**config.mk**
```make
export PLATFORM = sky130hd
export DESIGN_NAME = indicator_lsb_stego_embedder_unit_flat
export DESIGN_NICKNAME = d
export VERILOG_FILES = /design/src/hdl/ilse_pkg.sv /design/src/hdl/ilse_if.sv /design/src/hdl/ilse_regs.sv /design/src/hdl/ilse_stream.sv /design/src/hdl/ilse_pixel.sv /design/src/hdl/indicator_lsb_stego_embedder_unit.sv /design/src/flat_wrapper.sv
export VERILOG_INCLUDE_DIRS = /design/src /design/src/hdl
export SDC_FILE = /design/constraint.sdc
export NUM_CORES = 1
export LEC_CHECK = 0
export BUFFER_PORTS_ARGS = -buffer_cell sky130_fd_sc_hd__buf_4
export CORE_UTILIZATION = 37
export DETAILED_ROUTE_END_ITERATION = 8
export PLACE_DENSITY = 0.56
export SLEW_MARGIN = 10
export SYNTH_ARGS = -nofsm -noshare
export SYNTH_HDL_FRONTEND = slang
export SYNTH_SLANG_ARGS = --single-unit
```
**constraint.sdc**
```tcl
create_clock -name i_clk -period 18.2 [get_ports i_clk]
set_clock_uncertainty 0.2 [all_clocks]
set_input_delay 1.82 -clock i_clk [delete_from_list [all_inputs] [get_ports i_clk]]
set_output_delay 1.82 -clock i_clk [all_outputs]
set_load 0.01 [all_outputs]
```
**src/hdl/assert_macros.svh**
```systemverilog
// ----------------------------------------------------------------------------
// assert_macros.svh
// Shared concurrent assertion macros for the indicator LSB embedder.
// ----------------------------------------------------------------------------
`ifndef ASSERT_MACROS_SVH
`define ASSERT_MACROS_SVH

// Property must hold at every clock edge outside of reset.
`define ILSE_ASSERT_ALWAYS(label, clk, rst_n, prop, msg) \
    label: assert property (@(posedge clk) disable iff (!rst_n) (prop)) \
        else $error(msg);

// When ante holds, cons must hold in the following cycle.
`define ILSE_ASSERT_NEXT(label, clk, rst_n, ante, cons, msg) \
    label: assert property (@(posedge clk) disable iff (!rst_n) (ante) |=> (cons)) \
        else $error(msg);

`endif

```
**src/hdl/ilse_pkg.sv**
```systemverilog
// ----------------------------------------------------------------------------
// ilse_pkg
// Shared types and constants of the indicator LSB embedder.
// ----------------------------------------------------------------------------
`timescale 1ns / 1ps

package ilse_pkg;

    // APB register map (byte addresses 0, 4, 8)
    localparam int ADDR_W = 4;
    localparam int DATA_W = 32;

    typedef logic [1:0] t_reg_idx;
    localparam t_reg_idx REG_IND_CH  = 2'd0;
    localparam t_reg_idx REG_BPP     = 2'd1;
    localparam t_reg_idx REG_MSG_LEN = 2'd2;

    // opcodes of an input beat
    localparam logic OP_PUSH  = 1'b0;
    localparam logic OP_PIXEL = 1'b1;

    // result status codes
    typedef logic [1:0] t_status;
    localparam t_status ST_OK       = 2'd0;
    localparam t_status ST_UNDERRUN = 2'd1;
    localparam t_status ST_REJECT   = 2'd2;

    // channel codes
    typedef logic [1:0] t_chan;
    localparam t_chan CH_RED   = 2'd0;
    localparam t_chan CH_GREEN = 2'd1;
    localparam t_chan CH_BLUE  = 2'd2;

    localparam int LEN_BYTES = 4;   // length header bytes ahead of the message
    localparam int MAX_BPP   = 8;

    // bits handed from the stream buffer to the pixel datapath
    typedef struct packed {
        logic       embed;   // pixel takes cnt stream bits
        logic [3:0] cnt;     // number of bits, 0..8
        logic [7:0] bits;    // right aligned, oldest bit highest
    } t_take;

endpackage

```
**src/hdl/ilse_if.sv**
```systemverilog
// ----------------------------------------------------------------------------
// ilse_if
// Valid/ready channel interfaces for input and result beats.
// ----------------------------------------------------------------------------
`timescale 1ns / 1ps

interface ilse_in_if;
    logic       valid;
    logic       ready;
    logic       opcode;
    logic [7:0] msg_byte;
    logic [7:0] red_in;
    logic [7:0] green_in;
    logic [7:0] blue_in;

    modport source (output valid, output opcode, output msg_byte, output red_in,
                    output green_in, output blue_in, input ready);
    modport sink   (input valid, input opcode, input msg_byte, input red_in,
                    input green_in, input blue_in, output ready);
endinterface

interface ilse_out_if;
    logic       valid;
    logic       ready;
    logic       is_pixel;
    logic [7:0] red_out;
    logic [7:0] green_out;
    logic [7:0] blue_out;
    logic [1:0] status;
    logic       all_embedded;

    modport source (output valid, output is_pixel, output red_out, output green_out,
                    output blue_out, output status, output all_embedded, input ready);
    modport sink   (input valid, input is_pixel, input red_out, input green_out,
                    input blue_out, input status, input all_embedded, output ready);
endinterface

```
**src/hdl/ilse_regs.sv**
```systemverilog
// ----------------------------------------------------------------------------
// ilse_regs
// APB configuration registers with clamped copies for the datapath.
// ----------------------------------------------------------------------------
`timescale 1ns / 1ps

module ilse_regs (
    input  logic                       i_clk,
    input  logic                       i_rst_n,
    input  logic                       psel,
    input  logic                       penable,
    input  logic                       pwrite,
    input  logic [ilse_pkg::ADDR_W-1:0] paddr,
    input  logic [ilse_pkg::DATA_W-1:0] pwdata,
    output logic [ilse_pkg::DATA_W-1:0] prdata,
    output logic                       pready,
    output logic [1:0]                 o_ind_ch,
    output logic [3:0]                 o_bpp,
    output logic [31:0]                o_msg_len
);
    import ilse_pkg::*;

    logic [1:0]  r_ind_ch;
    logic [3:0]  r_bpp;
    logic [31:0] r_msg_len;
    logic        wr_en;
    t_reg_idx    reg_idx;

    assign pready  = 1'b1;
    assign reg_idx = paddr[ADDR_W-1:2];
    assign wr_en   = psel && penable && pwrite;

    always_ff @(posedge i_clk) begin
        if (!i_rst_n) begin
            r_ind_ch  <= 2'd0;
            r_bpp     <= 4'd1;
            r_msg_len <= 32'd0;
        end else if (wr_en) begin
            case (reg_idx)
                REG_IND_CH:  r_ind_ch  <= pwdata[1:0];
                REG_BPP:     r_bpp     <= pwdata[3:0];
                REG_MSG_LEN: r_msg_len <= pwdata[31:0];
                default: ;
            endcase
        end
    end

    always_comb begin
        case (reg_idx)
            REG_IND_CH:  prdata = {30'd0, r_ind_ch};
            REG_BPP:     prdata = {28'd0, r_bpp};
            REG_MSG_LEN: prdata = r_msg_len;
            default:     prdata = '0;
        endcase
    end

    // channel code 3 acts as red; bpp clamped to 1..8
    assign o_ind_ch  = (r_ind_ch == 2'd3) ? CH_RED : r_ind_ch;
    assign o_bpp     = (r_bpp == 4'd0) ? 4'd1 :
                       (r_bpp > 4'(MAX_BPP)) ? 4'(MAX_BPP) : r_bpp;
    assign o_msg_len = r_msg_len;

endmodule

```
**src/hdl/ilse_stream.sv**
```systemverilog
// ----------------------------------------------------------------------------
// ilse_stream
// Bit buffer, length header refill, byte push and pixel bit take-out.
// ----------------------------------------------------------------------------
`timescale 1ns / 1ps
`include "assert_macros.svh"

module ilse_stream (
    input  logic            i_clk,
    input  logic            i_rst_n,
    input  logic            i_step,
    input  logic            i_opcode,
    input  logic [7:0]      i_msg_byte,
    input  logic [3:0]      i_bpp,
    input  logic [31:0]     i_msg_len,
    output ilse_pkg::t_take o_take,
    output logic [1:0]      o_status,
    output logic            o_all_embedded
);
    import ilse_pkg::*;

    logic [15:0] r_buf,   n_buf;
    logic [4:0]  r_bb,    n_bb;
    logic [32:0] r_bq,    n_bq;
    logic [35:0] r_total, n_total;

    logic [15:0] buf_a, buf_b;
    logic [4:0]  bb_a,  bb_b;
    logic [32:0] bq_a,  bq_b;
    logic [32:0] byte_lim;
    logic [35:0] stream_bits, diff;
    logic        done, rem_small, reject, underrun;
    logic [3:0]  cnt;
    logic [4:0]  bb_left;
    logic [15:0] ext;
    logic [8:0]  nmask;
    logic [16:0] keep;

    function automatic logic [7:0] f_len_byte(input logic [31:0] len,
                                              input logic [1:0] idx);
        return len[{idx, 3'b000} +: 8];
    endfunction

    always_comb begin
        // length header refill: at most two bytes per beat
        buf_a = r_buf;
        bb_a  = r_bb;
        bq_a  = r_bq;
        if (r_bq[32:2] == '0 && r_bb <= 5'd8) begin
            buf_a = {r_buf[7:0], f_len_byte(i_msg_len, r_bq[1:0])};
            bb_a  = r_bb + 5'd8;
            bq_a  = r_bq + 33'd1;
        end
        buf_b = buf_a;
        bb_b  = bb_a;
        bq_b  = bq_a;
        if (bq_a[32:2] == '0 && bb_a <= 5'd8) begin
            buf_b = {buf_a[7:0], f_len_byte(i_msg_len, bq_a[1:0])};
            bb_b  = bb_a + 5'd8;
            bq_b  = bq_a + 33'd1;
        end

        byte_lim    = {1'b0, i_msg_len} + 33'(LEN_BYTES);
        reject      = (bb_b > 5'd8) || (bq_b >= byte_lim);

        stream_bits = {byte_lim, 3'b000};
        done        = (r_total >= stream_bits);
        diff        = stream_bits - r_total;
        rem_small   = (diff[35:4] == '0) && (diff[3:0] <= i_bpp);
        cnt         = done ? 4'd0 : (rem_small ? diff[3:0] : i_bpp);
        underrun    = (cnt != 4'd0) && (bb_b < {1'b0, cnt});

        bb_left     = bb_b - {1'b0, cnt};
        ext         = buf_b >> bb_left;
        nmask       = (9'd1 << cnt) - 9'd1;
        keep        = (17'd1 << bb_left) - 17'd1;

        o_take.embed = (cnt != 4'd0) && !underrun;
        o_take.cnt   = cnt;
        o_take.bits  = ext[7:0] & nmask[7:0];

        o_status = ST_OK;
        if (i_opcode == OP_PUSH) begin
            if (reject) o_status = ST_REJECT;
            o_all_embedded = done;
        end else begin
            if (underrun) o_status = ST_UNDERRUN;
            o_all_embedded = done || (o_take.embed && rem_small);
        end

        n_buf   = r_buf;
        n_bb    = r_bb;
        n_bq    = r_bq;
        n_total = r_total;
        if (i_step) begin
            n_buf = buf_b;
            n_bb  = bb_b;
            n_bq  = bq_b;
            if (i_opcode == OP_PUSH) begin
                if (!reject) begin
                    n_buf = {buf_b[7:0], i_msg_byte};
                    n_bb  = bb_b + 5'd8;
                    n_bq  = bq_b + 33'd1;
                end
            end else if (o_take.embed) begin
                n_buf   = buf_b & keep[15:0];
                n_bb    = bb_left;
                n_total = r_total + 36'(cnt);
            end
        end
    end

    always_ff @(posedge i_clk) begin
        if (!i_rst_n) begin
            r_buf   <= '0;
            r_bb    <= '0;
            r_bq    <= '0;
            r_total <= '0;
        end else begin
            r_buf   <= n_buf;
            r_bb    <= n_bb;
            r_bq    <= n_bq;
            r_total <= n_total;
        end
    end

    `ILSE_ASSERT_ALWAYS(a_bb_max, i_clk, i_rst_n, r_bb <= 5'd16, "bit buffer overfilled")
    `ILSE_ASSERT_NEXT(a_total_adv, i_clk, i_rst_n, i_step && (i_opcode == OP_PIXEL) && o_take.embed, r_total == $past(r_total) + 36'($past(o_take.cnt)), "embedded bit count mismatch")

endmodule

```
**src/hdl/ilse_pixel.sv**
```systemverilog
// ----------------------------------------------------------------------------
// ilse_pixel
// Data channel pick, indicator bit write and data bit insertion.
// ----------------------------------------------------------------------------
`timescale 1ns / 1ps

module ilse_pixel (
    input  logic [7:0]      i_red,
    input  logic [7:0]      i_green,
    input  logic [7:0]      i_blue,
    input  logic [1:0]      i_ind_ch,
    input  logic [3:0]      i_bpp,
    input  ilse_pkg::t_take i_take,
    output logic [7:0]      o_red,
    output logic [7:0]      o_green,
    output logic [7:0]      o_blue
);
    import ilse_pkg::*;

    logic        flag;
    t_chan       data_ch;
    logic [7:0]  ch [3];
    logic [3:0]  shift;
    logic [8:0]  nmask;
    logic [7:0]  fmask;
    logic [7:0]  ins;

    always_comb begin
        ch[0] = i_red;
        ch[1] = i_green;
        ch[2] = i_blue;

        case (i_ind_ch)
            CH_GREEN: begin
                flag    = !(i_red > i_blue);
                data_ch = (i_red > i_blue) ? CH_BLUE : CH_RED;
            end
            CH_BLUE: begin
                flag    = !(i_green > i_red);
                data_ch = (i_green > i_red) ? CH_RED : CH_GREEN;
            end
            default: begin
                flag    = (i_green > i_blue);
                data_ch = (i_green > i_blue) ? CH_BLUE : CH_GREEN;
            end
        endcase

        case (i_ind_ch)
            CH_GREEN: ch[1][0] = flag;
            CH_BLUE:  ch[2][0] = flag;
            default:  ch[0][0] = flag;
        endcase

        // stream bits go to the top of the data field
        shift = i_bpp - i_take.cnt;
        nmask = (9'd1 << i_take.cnt) - 9'd1;
        fmask = nmask[7:0] << shift;
        ins   = i_take.bits << shift;

        if (i_take.embed) begin
            case (data_ch)
                CH_GREEN: ch[1] = (ch[1] & ~fmask) | ins;
                CH_BLUE:  ch[2] = (ch[2] & ~fmask) | ins;
                default:  ch[0] = (ch[0] & ~fmask) | ins;
            endcase
        end

        o_red   = ch[0];
        o_green = ch[1];
        o_blue  = ch[2];
    end

endmodule

```
**src/hdl/indicator_lsb_stego_embedder_unit.sv**
```systemverilog
// ----------------------------------------------------------------------------
// indicator_lsb_stego_embedder_unit
// Each beat passes the input register, one step of logic and the result
// register, with the stream state updated in that step. The unit takes one
// beat per cycle while the result side is ready to accept.
// Reset (i_rst_n, synchronous, active low): pipeline empty, stream state
// cleared, registers at indicator red, 1 bit per pixel, length 0.
// ----------------------------------------------------------------------------
`timescale 1ns / 1ps
`include "assert_macros.svh"

module indicator_lsb_stego_embedder_unit (
    input  logic                        i_clk,
    input  logic                        i_rst_n,
    ilse_in_if.sink                     i_in,
    ilse_out_if.source                  o_out,
    input  logic                        psel,
    input  logic                        penable,
    input  logic                        pwrite,
    input  logic [ilse_pkg::ADDR_W-1:0] paddr,
    input  logic [ilse_pkg::DATA_W-1:0] pwdata,
    output logic [ilse_pkg::DATA_W-1:0] prdata,
    output logic                        pready
);
    import ilse_pkg::*;

    // configuration, already clamped to legal values
    logic [1:0]  ind_ch;
    logic [3:0]  bpp;
    logic [31:0] msg_len;

    // input stage
    logic        r_s1_valid, n_s1_valid;
    logic        r_s1_opcode;
    logic [7:0]  r_s1_msg;
    logic [7:0]  r_s1_red, r_s1_green, r_s1_blue;

    // result stage
    logic        r_out_valid, n_out_valid;
    logic        r_out_is_pixel;
    logic [7:0]  r_out_red, r_out_green, r_out_blue;
    logic [1:0]  r_out_status;
    logic        r_out_done;

    logic        in_fire, s1_adv;
    t_take       take;
    logic [1:0]  st_status;
    logic        st_done;
    logic [7:0]  px_red, px_green, px_blue;

    ilse_regs u_regs (
        .i_clk     (i_clk),
        .i_rst_n   (i_rst_n),
        .psel      (psel),
        .penable   (penable),
        .pwrite    (pwrite),
        .paddr     (paddr),
        .pwdata    (pwdata),
        .prdata    (prdata),
        .pready    (pready),
        .o_ind_ch  (ind_ch),
        .o_bpp     (bpp),
        .o_msg_len (msg_len)
    );

    // Stream state advances exactly when the input stage moves into the
    // result register, so one beat is one state step.
    ilse_stream u_stream (
        .i_clk          (i_clk),
        .i_rst_n        (i_rst_n),
        .i_step         (s1_adv),
        .i_opcode       (r_s1_opcode),
        .i_msg_byte     (r_s1_msg),
        .i_bpp          (bpp),
        .i_msg_len      (msg_len),
        .o_take         (take),
        .o_status       (st_status),
        .o_all_embedded (st_done)
    );

    ilse_pixel u_pixel (
        .i_red    (r_s1_red),
        .i_green  (r_s1_green),
        .i_blue   (r_s1_blue),
        .i_ind_ch (ind_ch),
        .i_bpp    (bpp),
        .i_take   (take),
        .o_red    (px_red),
        .o_green  (px_green),
        .o_blue   (px_blue)
    );

    // Handshake: the result register may hold a stalled beat while the
    // input stage still takes a new one; the input stage refills in the
    // same cycle it drains.
    assign s1_adv     = r_s1_valid && (!r_out_valid || o_out.ready);
    assign i_in.ready = !r_s1_valid || s1_adv;
    assign in_fire    = i_in.valid && i_in.ready;

    always_comb begin
        n_s1_valid = r_s1_valid;
        if (in_fire)     n_s1_valid = 1'b1;
        else if (s1_adv) n_s1_valid = 1'b0;

        n_out_valid = r_out_valid;
        if (s1_adv)           n_out_valid = 1'b1;
        else if (o_out.ready) n_out_valid = 1'b0;
    end

    always_ff @(posedge i_clk) begin
        if (!i_rst_n) begin
            r_s1_valid  <= 1'b0;
            r_out_valid <= 1'b0;
        end else begin
            r_s1_valid  <= n_s1_valid;
            r_out_valid <= n_out_valid;
        end
    end

    // payload registers, no reset
    always_ff @(posedge i_clk) begin
        if (in_fire) begin
            r_s1_opcode <= i_in.opcode;
            r_s1_msg    <= i_in.msg_byte;
            r_s1_red    <= i_in.red_in;
            r_s1_green  <= i_in.green_in;
            r_s1_blue   <= i_in.blue_in;
        end
        if (s1_adv) begin
            r_out_is_pixel <= (r_s1_opcode == OP_PIXEL);
            // a byte push reports a black pixel
            r_out_red      <= (r_s1_opcode == OP_PIXEL) ? px_red   : 8'd0;
            r_out_green    <= (r_s1_opcode == OP_PIXEL) ? px_green : 8'd0;
            r_out_blue     <= (r_s1_opcode == OP_PIXEL) ? px_blue  : 8'd0;
            r_out_status   <= st_status;
            r_out_done     <= st_done;
        end
    end

    assign o_out.valid        = r_out_valid;
    assign o_out.is_pixel     = r_out_is_pixel;
    assign o_out.red_out      = r_out_red;
    assign o_out.green_out    = r_out_green;
    assign o_out.blue_out     = r_out_blue;
    assign o_out.status       = r_out_status;
    assign o_out.all_embedded = r_out_done;

    // a stalled input stage keeps its beat
    `ILSE_ASSERT_NEXT(a_s1_hold, i_clk, i_rst_n, r_s1_valid && !s1_adv, r_s1_valid, "input stage beat lost while stalled")
    // underrun only on pixels, reject only on pushes
    `ILSE_ASSERT_ALWAYS(a_status_kind, i_clk, i_rst_n, !r_out_valid || ((r_out_status != ST_UNDERRUN || r_out_is_pixel) && (r_out_status != ST_REJECT || !r_out_is_pixel)), "status does not match beat kind")

endmodule
```
**src/flat_wrapper.sv**
```systemverilog
// flat-port wrapper written by rule: the top's interface ports become plain ports
module indicator_lsb_stego_embedder_unit_flat import ilse_pkg::*;
  (i_clk, i_rst_n, psel, penable, pwrite, paddr, pwdata, prdata, pready, i_in_valid, i_in_opcode, i_in_msg_byte, i_in_red_in, i_in_green_in, i_in_blue_in, i_in_ready, o_out_valid, o_out_is_pixel, o_out_red_out, o_out_green_out, o_out_blue_out, o_out_status, o_out_all_embedded, o_out_ready);
  ilse_in_if i_in_i ();
  ilse_out_if o_out_i ();
  input  logic i_clk;
  input  logic i_rst_n;
  input  logic psel;
  input  logic penable;
  input  logic pwrite;
  input  logic [ilse_pkg::ADDR_W-1:0] paddr;
  input  logic [ilse_pkg::DATA_W-1:0] pwdata;
  output logic [ilse_pkg::DATA_W-1:0] prdata;
  output logic pready;
  input wire logic [$bits(i_in_i.valid)-1:0] i_in_valid;
  input wire logic [$bits(i_in_i.opcode)-1:0] i_in_opcode;
  input wire logic [$bits(i_in_i.msg_byte)-1:0] i_in_msg_byte;
  input wire logic [$bits(i_in_i.red_in)-1:0] i_in_red_in;
  input wire logic [$bits(i_in_i.green_in)-1:0] i_in_green_in;
  input wire logic [$bits(i_in_i.blue_in)-1:0] i_in_blue_in;
  output wire logic [$bits(i_in_i.ready)-1:0] i_in_ready;
  output wire logic [$bits(o_out_i.valid)-1:0] o_out_valid;
  output wire logic [$bits(o_out_i.is_pixel)-1:0] o_out_is_pixel;
  output wire logic [$bits(o_out_i.red_out)-1:0] o_out_red_out;
  output wire logic [$bits(o_out_i.green_out)-1:0] o_out_green_out;
  output wire logic [$bits(o_out_i.blue_out)-1:0] o_out_blue_out;
  output wire logic [$bits(o_out_i.status)-1:0] o_out_status;
  output wire logic [$bits(o_out_i.all_embedded)-1:0] o_out_all_embedded;
  input wire logic [$bits(o_out_i.ready)-1:0] o_out_ready;
  assign i_in_i.valid = i_in_valid;
  assign i_in_i.opcode = i_in_opcode;
  assign i_in_i.msg_byte = i_in_msg_byte;
  assign i_in_i.red_in = i_in_red_in;
  assign i_in_i.green_in = i_in_green_in;
  assign i_in_i.blue_in = i_in_blue_in;
  assign i_in_ready = i_in_i.ready;
  assign o_out_valid = o_out_i.valid;
  assign o_out_is_pixel = o_out_i.is_pixel;
  assign o_out_red_out = o_out_i.red_out;
  assign o_out_green_out = o_out_i.green_out;
  assign o_out_blue_out = o_out_i.blue_out;
  assign o_out_status = o_out_i.status;
  assign o_out_all_embedded = o_out_i.all_embedded;
  assign o_out_i.ready = o_out_ready;
  indicator_lsb_stego_embedder_unit u_core (.i_clk(i_clk), .i_rst_n(i_rst_n), .i_in(i_in_i), .o_out(o_out_i), .psel(psel), .penable(penable), .pwrite(pwrite), .paddr(paddr), .pwdata(pwdata), .prdata(prdata), .pready(pready));
endmodule
```
# --- Word level (Yosys, flattened, before mapping) ---
# Cells that the tools add are included.
# Widths: inputs -> output; s select.
totals:
  ff_bits: 191
  inputBits: 76
  out_inout_bits: 63
  wordCells: 140
classes:
  n_shift: 7
  n_bitwise: 9
  eq_ne: 7
  n_lt_le_gt_ge: 11
  n_mux: 40
  reduce_logical: 33
  n_addsub: 13
ops:
  columns: ["operator", "n"]
  rows:
  - ["$mux 33", 4]
  - ["$add 33x1->33 const B", 3]
  - ["$pmux 32 s3", 1]
  - ["$mux 16", 5]
  - ["$shiftx 32x6->8", 2]
  - ["$logic_not 31->1", 2]
  - ["$add 36x4->36", 1]
  - ["$ge 36x36->1", 1]
  - ["$sub 36x36->36", 1]
  - ["$add 32x3->33 const B", 1]
  - ["$ge 33x33->1", 1]
  - ["$and 8x8->8", 4]
  - ["$logic_not 32->1", 1]
  - ["$mux 5", 5]
  - ["$gt 8x8->1", 3]
  - ["$mux 24", 1]
  - ["$mux 8", 3]
  - ["$or 8x8->8", 3]
  - ["$and 16x16->16", 1]
  - ["$mux 4", 4]
  - ["$shl 1x5->16 const A", 1]
  - ["$shl 8x4->8", 2]
  - ["$shr 16x5->8", 1]
  - ["$sub 16x1->16 const B", 1]
  - ["other kinds (27)", 68]

# --- Logic depth before layout (Yosys ltp) ---
# Gate-level depths: netlist (run 1).
logic_depth:
  depth_word: 15
  depth_mapped: 40
  mapped_depth_nobuf: 37

# --- By module ---
# Synthesis (run 1) repeated with hierarchy kept, for this count alone.
hier_totals:
  hier_cells: 2175
  area_unflattened_um2: 17295.3
modules_own_cells:
  columns: ["mod", "cells_per_inst", "area_each_um2", "n_inst"]
  rows:
  - ["ilse_stream", 1576, 11446.0, 1]
  - ["indicator_lsb_stego_embedder_unit", 96, 2108.3, 1]
  - ["ilse_pixel", 287, 1871.8, 1]
  - ["ilse_regs", 216, 1869.3, 1]

# --- Least setup slack after synthesis (run 1) ---
# Ideal clock, no wire load.
synth_path:
  kind: "register -> register"
  startpoint: "register u_core.u_regs.r_msg_len[2] (netlist: u_core.u_regs.o_msg_len[2])"
  endpoint: "register u_core.r_out_red[6] (netlist: u_core.o_out.red_out[6]) (data pin)"
  setup_ps: 148
  stages_incl_launch_ff: 35
  required_time_ps: 17852
  path_buffers: 2
  t_arrival_ps: 7435
  setup_slack_ps: 10417
  path_cell_list: "dfxtp_1 ha_1 nand3_1 nor3_1 nand3_1 nor2_1 and3_1 xor2_1 ha_1 and4_1 and2_1 a22oi_1 nor3b_1 o2111ai_1 nor2_1 nand4_1 nor4b_2 and2_1 buf_4 buf_6 mux2i_1 inv_1 ha_1 nor2b_1 o21ai_0 nand2b_1 xor2_1 nor2_1 a32o_1 or4_1 mux2i_1 o22a_1 nand2_1 a21o_1 a21oi_1"
synth_between:
  elab_chain_cells: 14
  word_cells_on_any_way: 29
  classes_between: "add/sub: 5; order compare: 2; shift: 6; mux: 6; bitwise: 4; reduce/logical: 6"
synth_rtl:
  columns: ["element", "line_no", "source"]
  rows:
  - ["start: declaration", "ilse_regs.sv:25", "logic [31:0] r_msg_len;"]
  - ["start signal: assignment", "ilse_regs.sv:42", "REG_MSG_LEN: r_msg_len <= pwdata[31:0];"]
  - ["branches (longest 13 deep; another with $sub 36x36->36)", null, null]
  - ["$mux 24 (*)", "ilse_pixel.sv:60", "if (i_take.embed) begin"]
  - ["end signal: assignment", "indicator_lsb_stego_embedder_unit.sv:132", "r_out_red <= (r_s1_opcode == OP_PIXEL) ? px_red : 8'd0;"]
  - ["end: declaration", "indicator_lsb_stego_embedder_unit.sv:41", "logic [7:0] r_out_red, r_out_green, r_out_blue;"]
# Every way passes the cells marked *.
# A chain may end at the register's enable or synchronous reset.

# --- Worst setup path in the final report (run 1) ---
layout_path:
  startpoint: "register u_core.u_regs.r_msg_len[2] (netlist: u_core.u_regs.o_msg_len[2])"
  endpoint: "register u_core.r_out_green[6] (netlist: u_core.o_out.green_out[6]) (data pin)"
layout_between:
  elab_chain_cells: 14
  word_cells_on_any_way: 29
  classes_between: "add/sub: 5; order compare: 2; shift: 6; mux: 6; bitwise: 4; reduce/logical: 6"
layout_rtl:
  columns: ["element", "line_no", "source"]
  rows:
  - ["branches (longest 13 deep; another with $sub 36x36->36)", null, null]
  - ["$mux 24 (*)", "ilse_pixel.sv:60", null]
  - ["end signal: assignment", "indicator_lsb_stego_embedder_unit.sv:133", "r_out_green <= (r_s1_opcode == OP_PIXEL) ? px_green : 8'd0;"]
  - ["end: declaration", "indicator_lsb_stego_embedder_unit.sv:41", null]
# Marks and branches as above.

==> impl_metrics.json, run 1 <==
{
  "multiInputGateArea_sq_um": 11500,
  "drtPass1Iterations": 6,
  "port-buffer-count": 135,
  "antenna_found_initial": 0,
  "cpMaxStageDelayCell": "xor2_1",
  "worst_ep_required_time_ns": 18.31,
  "cp.arrival_ns": 10.61,
  "die_x_um": 216,
  "tightest_slew_ns": 1.18,
  "synth_area_sq_um": 17000,
  "dieArea_sq_um": 46900,
  "end_kind": "flop",
  "overflow": 0,
  "rows": 78,
  "die_y_um": 216,
  "holdWs_ns": 0.259,
  "clk_pin_slew_ns": 0.08,
  "ys_types": 109,
  "insertion_delay_ns": 0.50,
  "slew_headroom_pct": 21.2,
  "critical_path.max_stage_delay_ns": 0.78,
  "cts_hold_buffers": 0,
  "path_max_fanout": 18,
  "nFillCells": 4662,
  "setup_ws_ns": 7.71,
  "yosys_register_bits": 191,
  "critPathKind": "reg2reg",
  "antenna_left": 0,
  "drt-vias-per-instance": 5.83,
  "pin_count": 139,
  "finalSetupViolCount": 0,
  "drv_cap": 0,
  "dr_total_vias": 16500,
  "clockBufferDepth": 2,
  "postCtsSetupBuffers": 0,
  "htreeDepth": 4,
  "min_path_type": "reg2reg",
  "diodes": 0,
  "max_freq_ghz": 0.0953,
  "cts_tree": "built",
  "avgRoutedWirePerCell_um": 20.7,
  "synth_enable_flop_cells": 61,
  "start_util_pct": 37.5,
  "place_ws_ns": 7.98,
  "avgSynthCellArea_sq_um": 7.75,
  "synth_warnings": 0,
  "gp_congestion": 0.970,
  "layout_common_cells": "nand2_1 (257), nor2_1 (171), buf_4 (155)",
  "dominantRegCellSynth": "dfxtp_1",
  "grt_pass1_wl_um": 90700,
  "cts_root_buf": "clkbuf_16",
  "status": "completed",
  "syn-instance-count": 2196,
  "hpwl_um": 45200,
  "area_growth_pct": 11.2,
  "layout-drive-gt1-share_pct": 11.6,
  "worstReg2RegStart": "u_core.u_regs.o_msg_len[2]",
  "startpoint": "u_core.u_regs.o_msg_len[2]",
  "regArea_sq_um": 4430,
  "rsz0062_at_grt": "no",
  "ys_seq_area_share_pct": 26.1,
  "min_from": "u_core.u_stream.r_buf[9]",
  "cts_resized": 0,
  "routed_wl_um": 58600,
  "synth-async-reset-ratio_pct": 0,
  "crit_path_start_kind": "flop",
  "track_usage_pct": 25.0,
  "hold_viol": 0,
  "drc": 0,
  "cts_buffers": 17,
  "synth_nets": 2396,
  "drv_slew": 0,
  "grt_pass1_vias": 15600,
  "final_common_cell": "nand2_1",
  "period_needed_ns": 10.49,
  "period_share_pct": 57.7,
  "clock_sinks": 191,
  "drt_iter0_markers": 1539,
  "grt_max_degree": 67,
  "core_sq_um": 45400,
  "final_net_count": 2423,
  "final.setup.tns_ns": 0
}
[cell families (layout without fill, tap and decap cells)]
family                   after synthesis  in the layout  share of synthesized area, %
AO/OA/AOI/OAI                        555            555                          22.3
XOR/XNOR                             122            122                          6.32
adder cells (fa/ha/maj)              124            124                          9.25
buffers and inverters                293            333                          6.73
flip-flops                           191            191                          26.1
multiplexers                          72             72                          4.98
other                                  1              1                        0.0220
AND/OR/NAND/NOR                      838            838                          24.4
[routing by layer]
metal | part of all wire (%) | wire [um] | global-route usage (%)
met5 | 0 | 0 | 0
met4 | 2.4 | 1380 | 8.12
met3 | 6.3 | 3670 | 4.44
met2 | 45 | 26400 | 39.1
met1 | 46 | 27200 | 34.6
[cell usage after synthesis, types with 10 or more instances]
cell       count  area (sq um)
o211ai_1      17           128
a211oi_1      38           285
a21o_1        35           263
mux2i_1       51           510
edfxtp_1      61          1830
xnor2_1       68           596
nand3_1       82           410
nor2_1       171           642
a21oi_1      149           746
o22ai_1       19           119
nand4_1       53           332
nor4_1        23           144
inv_1        140           526
a31oi_1       15          93.8
and2_1        80           500
o2111ai_1     10          87.6
xor2_1        53           464
buf_2         15          75.1
and3_1        30           188
o21ai_0      102           510
mux2_2        10           113
nand2_1      257           965
clkbuf_1     124           465
dfxtp_1      130          2600
nor3_1        40           200
ha_1         121          1510
o21a_1        21           158
and4_1        15           131
a21boi_0      16           120
nor2b_1       25           156
nand2b_1      11          68.8
[state kept, by name, summed over array words and instances, names as in the netlist]
name,cells
u_core.u_stream.r_bb,5
u_core.r_s1_green,8
u_core.u_regs.r_bpp,4
u_core.o_out.red_out,8
u_core.u_stream.r_total,36
u_core.u_stream.r_bq,33
u_core.r_s1_blue,8
u_core.o_out.is_pixel,1
u_core.o_out.blue_out,8
u_core.u_regs.o_msg_len,32
u_core.r_s1_msg,8
u_core.r_s1_valid,1
u_core.o_out.all_embedded,1
u_core.o_out.valid,1
u_core.o_out.status,2
u_core.u_regs.r_ind_ch,2
u_core.u_stream.r_buf,16
u_core.r_s1_opcode,1
u_core.o_out.green_out,8
u_core.r_s1_red,8
[worst max-delay path: cells and delay by family (launching register included)]
| family | cells | cell delay [ns] |
|---|---|---|
| xor gates and xnor gates | 2 | 1.18 |
| DFF | 1 | 0.58 |
| and+or+nand+nor | 13 | 4.05 |
| adders and majority gates | 3 | 1.09 |
| AOI/OAI and AO/OA | 10 | 1.89 |
| muxes | 2 | 1.02 |
| buffers and inverters | 1 | 0.28 |
[final timing paths]
path                            slack [ns]                         to  cells after the start
worst max-delay path                  7.71  u_core.o_out.green_out[6]                     31
worst min-delay path                  0.26   u_core.u_stream.r_buf[9]                      2
worst max register to register        7.71  u_core.o_out.green_out[6]                     31
worst min register to register        0.26   u_core.u_stream.r_buf[9]                      2
[through the flow]
stage	instance area [sq um]	instances	utilization, %
after CTS	18900	2836	41.7
after floorplan	17000	2196	-
after global placement	18400	2804	40.5
after detailed placement	18400	2804	40.5
final	18900	2836	41.7
after global routing	18900	2836	41.7
[area by class of cell]
class	instances	area share [%]
clock buffers	18	2.27
repair buffers	155	6.15
flip-flops and latches	191	23.4
inverters	146	2.90
well taps	600	3.97
multi-input cells	1712	60.6
clock inverters	14	0.721
Power of run 1 is not shown: default switching activity piles up to over one toggle a cycle in this logic, so the estimate is an artifact.
==> run 2, diff against run 1 <==
- clock period: 18.2 -> 10.7 ns (I/O delays scaled with it)
==> run 2 against run 1 <==
  * Setup slack got worse by 6.5 ns
  * Global-route usage rose by 0.26 points
  * Routed wire length rose by 1.6%
  * Final cell count rose by 0.74%
  * Die area did not move
  * Sequential share of layout area fell by 0.24 points
  * First-iteration DRC count rose by 4.9%
  * Highest routed layer unchanged
  * Maximum frequency rose by 10%
  * Count of clock-buffer cells in the layout did not move
  * Hold slack improved by 0.0038 ns
  * Register-to-register slack got worse by 6.5 ns
==> impl_metrics.json, run 2 (synthesis gave the netlist of run 1 again) <==
{
  "busiest_layer": "met2",
  "cpMaxStageDelayCell": "xnor2_1",
  "gp_congestion": 0.959,
  "critPathKind": "reg2reg",
  "cts_buffers": 17,
  "period_share_pct": 89.1,
  "grtUsageMet1_pct": 35.0,
  "diodes": 0,
  "place_inst": 2825,
  "cp_num_buf_inv": 4,
  "end_kind": "flop",
  "pin_count": 139,
  "drtPass1Iterations": 6,
  "status": "completed",
  "worstRegToRegCells": 35,
  "cp_top_family": "simple AND/OR/NAND/NOR gates",
  "start_util_pct": 37.5,
  "drt_iter0_markers": 1615,
  "cp.arrival_ns": 9.65,
  "path_max_fanout": 18,
  "drc": 0,
  "place_ws_ns": 1.42,
  "overflow": 0,
  "cts_root_buf": "clkbuf_16",
  "layout-drive-gt1-share_pct": 12.5,
  "hold_viol": 0,
  "clockBufferDepth": 2,
  "path_depth": 35,
  "cts_hold_buffers": 0,
  "fin_cells": 2857,
  "final_net_count": 2444,
  "die_x_um": 216,
  "postCtsSetupBuffers": 0,
  "clock_sinks": 191,
  "rows": 78,
  "largest_register_ffs": 36,
  "setup_ws_ns": 1.16,
  "drv_cap": 0,
  "hold_path_depth": 2,
  "final.setup.tns_ns": 0,
  "clk_pin_slew_ns": 0.08,
  "cts_tree": "built",
  "antenna_left": 0,
  "area_growth_pct": 12.4,
  "avgRoutedWirePerCell_um": 20.9,
  "hpwl_um": 46100,
  "met3_usage_pct": 3.38,
  "core_sq_um": 45400,
  "final_common_cell": "nand2_1",
  "critical_path.max_stage_delay_ns": 0.55,
  "finalSetupViolCount": 0,
  "port-buffer-count": 135,
  "fin_area_sq_um": 19100,
  "min_path_type": "reg2reg",
  "tightest_slew_ns": 1.05,
  "drt-vias-per-instance": 5.86,
  "grt_pass1_vias": 15700,
  "max_freq_ghz": 0.105,
  "insertion_delay_ns": 0.50,
  "die_y_um": 216,
  "cts_resized": 0,
  "antenna_found_initial": 0,
  "reg2reg_slack_ns": 1.16,
  "grt_max_degree": 57,
  "grtUsageMet2_pct": 40.4,
  "rsz0062_at_grt": "no",
  "grt_pass1_wl_um": 91400,
  "track_usage_pct": 25.2,
  "drv_slew": 0,
  "crit_path_start_kind": "flop",
  "dieArea_sq_um": 46900,
  "period_needed_ns": 9.54,
  "worst_ep_required_time_ns": 10.81,
  "htreeDepth": 4,
  "slew_headroom_pct": 29.4,
  "largest-register": "u_core.u_stream.r_total",
  "routed_wl_um": 59600,
  "layout_common_cells": "nand2_1 (257), buf_4 (176), nor2_1 (171)",
  "dr_total_vias": 16700,
  "post_dp_cell_area_sq_um": 18500
}
## run 2: final timing paths
check | from | endpoint
max | u_core.u_regs.o_msg_len[2] | u_core.o_out.green_out[6]
min | u_core.u_stream.r_buf[9] | u_core.u_stream.r_buf[9]
max reg2reg | u_core.u_regs.o_msg_len[2] | u_core.o_out.green_out[6]
min reg2reg | u_core.u_stream.r_buf[9] | u_core.u_stream.r_buf[9]
## run 2: worst register-to-register path, delay by kind of cell, from the launching register on
kind | cells | cell delay (ns)
AO/OA/AOI/OAI | 12 | 2.49
XOR/XNOR | 2 | 0.96
adder cells (fa/ha/maj) | 3 | 0.91
buffers and inverters | 4 | 0.83
flip-flops | 1 | 0.52
multiplexers | 1 | 0.23
AND/OR/NAND/NOR | 13 | 3.22
## run 2: routing by layer
layer  vias to the layer above  share of wire (%)
met2                       553                 46
li1                       7966                  -
met4                         0                2.4
met3                        82                5.1
met1                      8128                 47
met5                         -                  0
## run 2: cell type report
| class | instances | area (sq um) |
|---|---|---|
| Fill cell | 4598 | 26300 |
| Multi-Input combinational cell | 1712 | 11500 |
| Sequential cell | 191 | 4430 |
| Timing Repair Buffer | 176 | 1320 |
| Tap cell | 600 | 751 |
| Inverter | 146 | 548 |
| Clock buffer | 18 | 439 |
| Clock inverter | 14 | 164 |
## run 2: stage by stage
| step | hold slack (ns) | utilization, % |
|---|---|---|
| 2_1_floorplan | 0.232 | - |
| 3_3_place_gp | 0.246 | 40.8 |
| 3_5_place_dp | 0.249 | 40.8 |
| 4_1_cts | 0.261 | 42.1 |
| 5_1_grt | 0.284 | 42.1 |
| 6_report | 0.263 | 42.1 |
Power of run 2 is left out for the same reason.
==> run 3, diff against run 2 <==
- CELL_PAD_IN_SITES_DETAIL_PLACEMENT: default -> 1
- CELL_PAD_IN_SITES_GLOBAL_PLACEMENT: default -> 2
- PLACE_DENSITY: 0.56 -> 0.85
==> run 3 against run 2 <==
  * Final cell count is 0.18% higher
  * First-iteration DRC count decreased by 34%
  * Non-clock buffer count grew 5
  * Via count grew 0.36%
  * Critical endpoint is now u_core.o_out.red_out[7]
==> impl_metrics.json, run 3 (synthesis gave the netlist of run 1 again) <==
{
  "cts_root_buf": "clkbuf_16",
  "clk_pin_slew_ns": 0.09,
  "dieArea_sq_um": 46900,
  "status": "completed",
  "critPathKind": "reg2reg",
  "layout-drive-gt1-share_pct": 12.6,
  "setup_ws_ns": 1.22,
  "max_freq_ghz": 0.106,
  "track_usage_pct": 27.5,
  "cts_hold_buffers": 0,
  "grt_max_degree": 72,
  "drt_iter0_markers": 1070,
  "final_util_pct": 42.2,
  "worst_ep_required_time_ns": 10.85,
  "crit_path_start_kind": "flop",
  "path_max_fanout": 11,
  "cpMaxStageDelayCell": "nor4_1",
  "clockBufferDepth": 2,
  "grt_pass1_vias": 17100,
  "rows": 78,
  "gp_congestion": 0.935,
  "critical_path.max_stage_delay_ns": 0.66,
  "postCtsSetupBuffers": 0,
  "antenna_found_initial": 1,
  "min_path_type": "reg2reg",
  "avgRoutedWirePerCell_um": 22.2,
  "final.setup.tns_ns": 0,
  "hpwl_um": 49200,
  "tightest_slew_ns": 1.09,
  "final_common_cell": "nand2_1",
  "drc": 0,
  "start_util_pct": 37.5,
  "clock_sinks": 191,
  "die_y_um": 216,
  "slew_headroom_pct": 27.5,
  "holdWs_ns": 0.274,
  "final_net_count": 2449,
  "port-buffer-count": 135,
  "dr_total_vias": 16800,
  "htreeDepth": 4,
  "drt-vias-per-instance": 5.87,
  "diodes": 0,
  "overflow": 0,
  "layout_common_cells": "nand2_1 (257), buf_4 (181), nor2_1 (171)",
  "cts_buffers": 17,
  "area_growth_pct": 12.6,
  "core_sq_um": 45400,
  "insertion_delay_ns": 0.53,
  "largest-register": "u_core.u_stream.r_total",
  "drv_slew": 0,
  "period_needed_ns": 9.48,
  "end_kind": "flop",
  "pin_count": 139,
  "routed_wl_um": 63500,
  "cts_tree": "built",
  "drv_cap": 0,
  "period_share_pct": 88.6,
  "finalSetupViolCount": 0,
  "antenna_left": 0,
  "die_x_um": 216,
  "rsz0062_at_grt": "no",
  "hold_viol": 0,
  "grt_pass1_wl_um": 99800,
  "drtPass1Iterations": 5,
  "cp.arrival_ns": 9.63,
  "cts_resized": 0,
  "place_ws_ns": 1.36,
  "largest_register_ffs": 36
}
==> run 3: path summary, 6_finish.rpt <==
path                          endpoint  cells after the start  slack (ns)                  startpoint
min          u_core.u_stream.r_buf[15]                      2        0.27   u_core.u_stream.r_buf[15]
max            u_core.o_out.red_out[7]                     31        1.22  u_core.u_regs.o_msg_len[3]
min reg2reg  u_core.u_stream.r_buf[15]                      2        0.27   u_core.u_stream.r_buf[15]
max reg2reg    u_core.o_out.red_out[7]                     31        1.22  u_core.u_regs.o_msg_len[3]
==> run 3: stage by stage <==
stage,instances,area (sq um)
finish,2862,19200
global route,2862,19200
CTS,2862,19200
detailed placement,2830,18600
global placement,2830,18600
floorplan,2196,17000
==> run 3: area by class of cell <==
class | count | area (sq um)
clock buffers | 17 | 425
clock inverters | 15 | 179
fillers | 5569 | 26200
inverters | 146 | 548
multi-input cells | 1712 | 11500
flip-flops and latches | 191 | 4430
well taps | 600 | 751
repair buffers | 181 | 1360
==> run 3: critical path, delay by kind of cell, from the launching register on <==
kind	cells	cell delay, ns
multiplexers	1	0.29
buffers and inverters	2	0.27
AND/OR/NAND/NOR	13	3.93
AO/OA/AOI/OAI	11	2.78
adder cells (fa/ha/maj)	3	0.91
flip-flops	1	0.61
XOR/XNOR	1	0.29
==> run 3: routing by layer <==
metal  part of all wire (%)  GRT usage [%]  vias to the layer above
met2                     49           47.1                      346
met5                      0              0                        -
li1                       -              -                     7986
met3                    3.4           3.35                       77
met4                    2.3           9.30                        0
met1                     45           35.6                     8380
Power of run 3 is left out for the same reason.
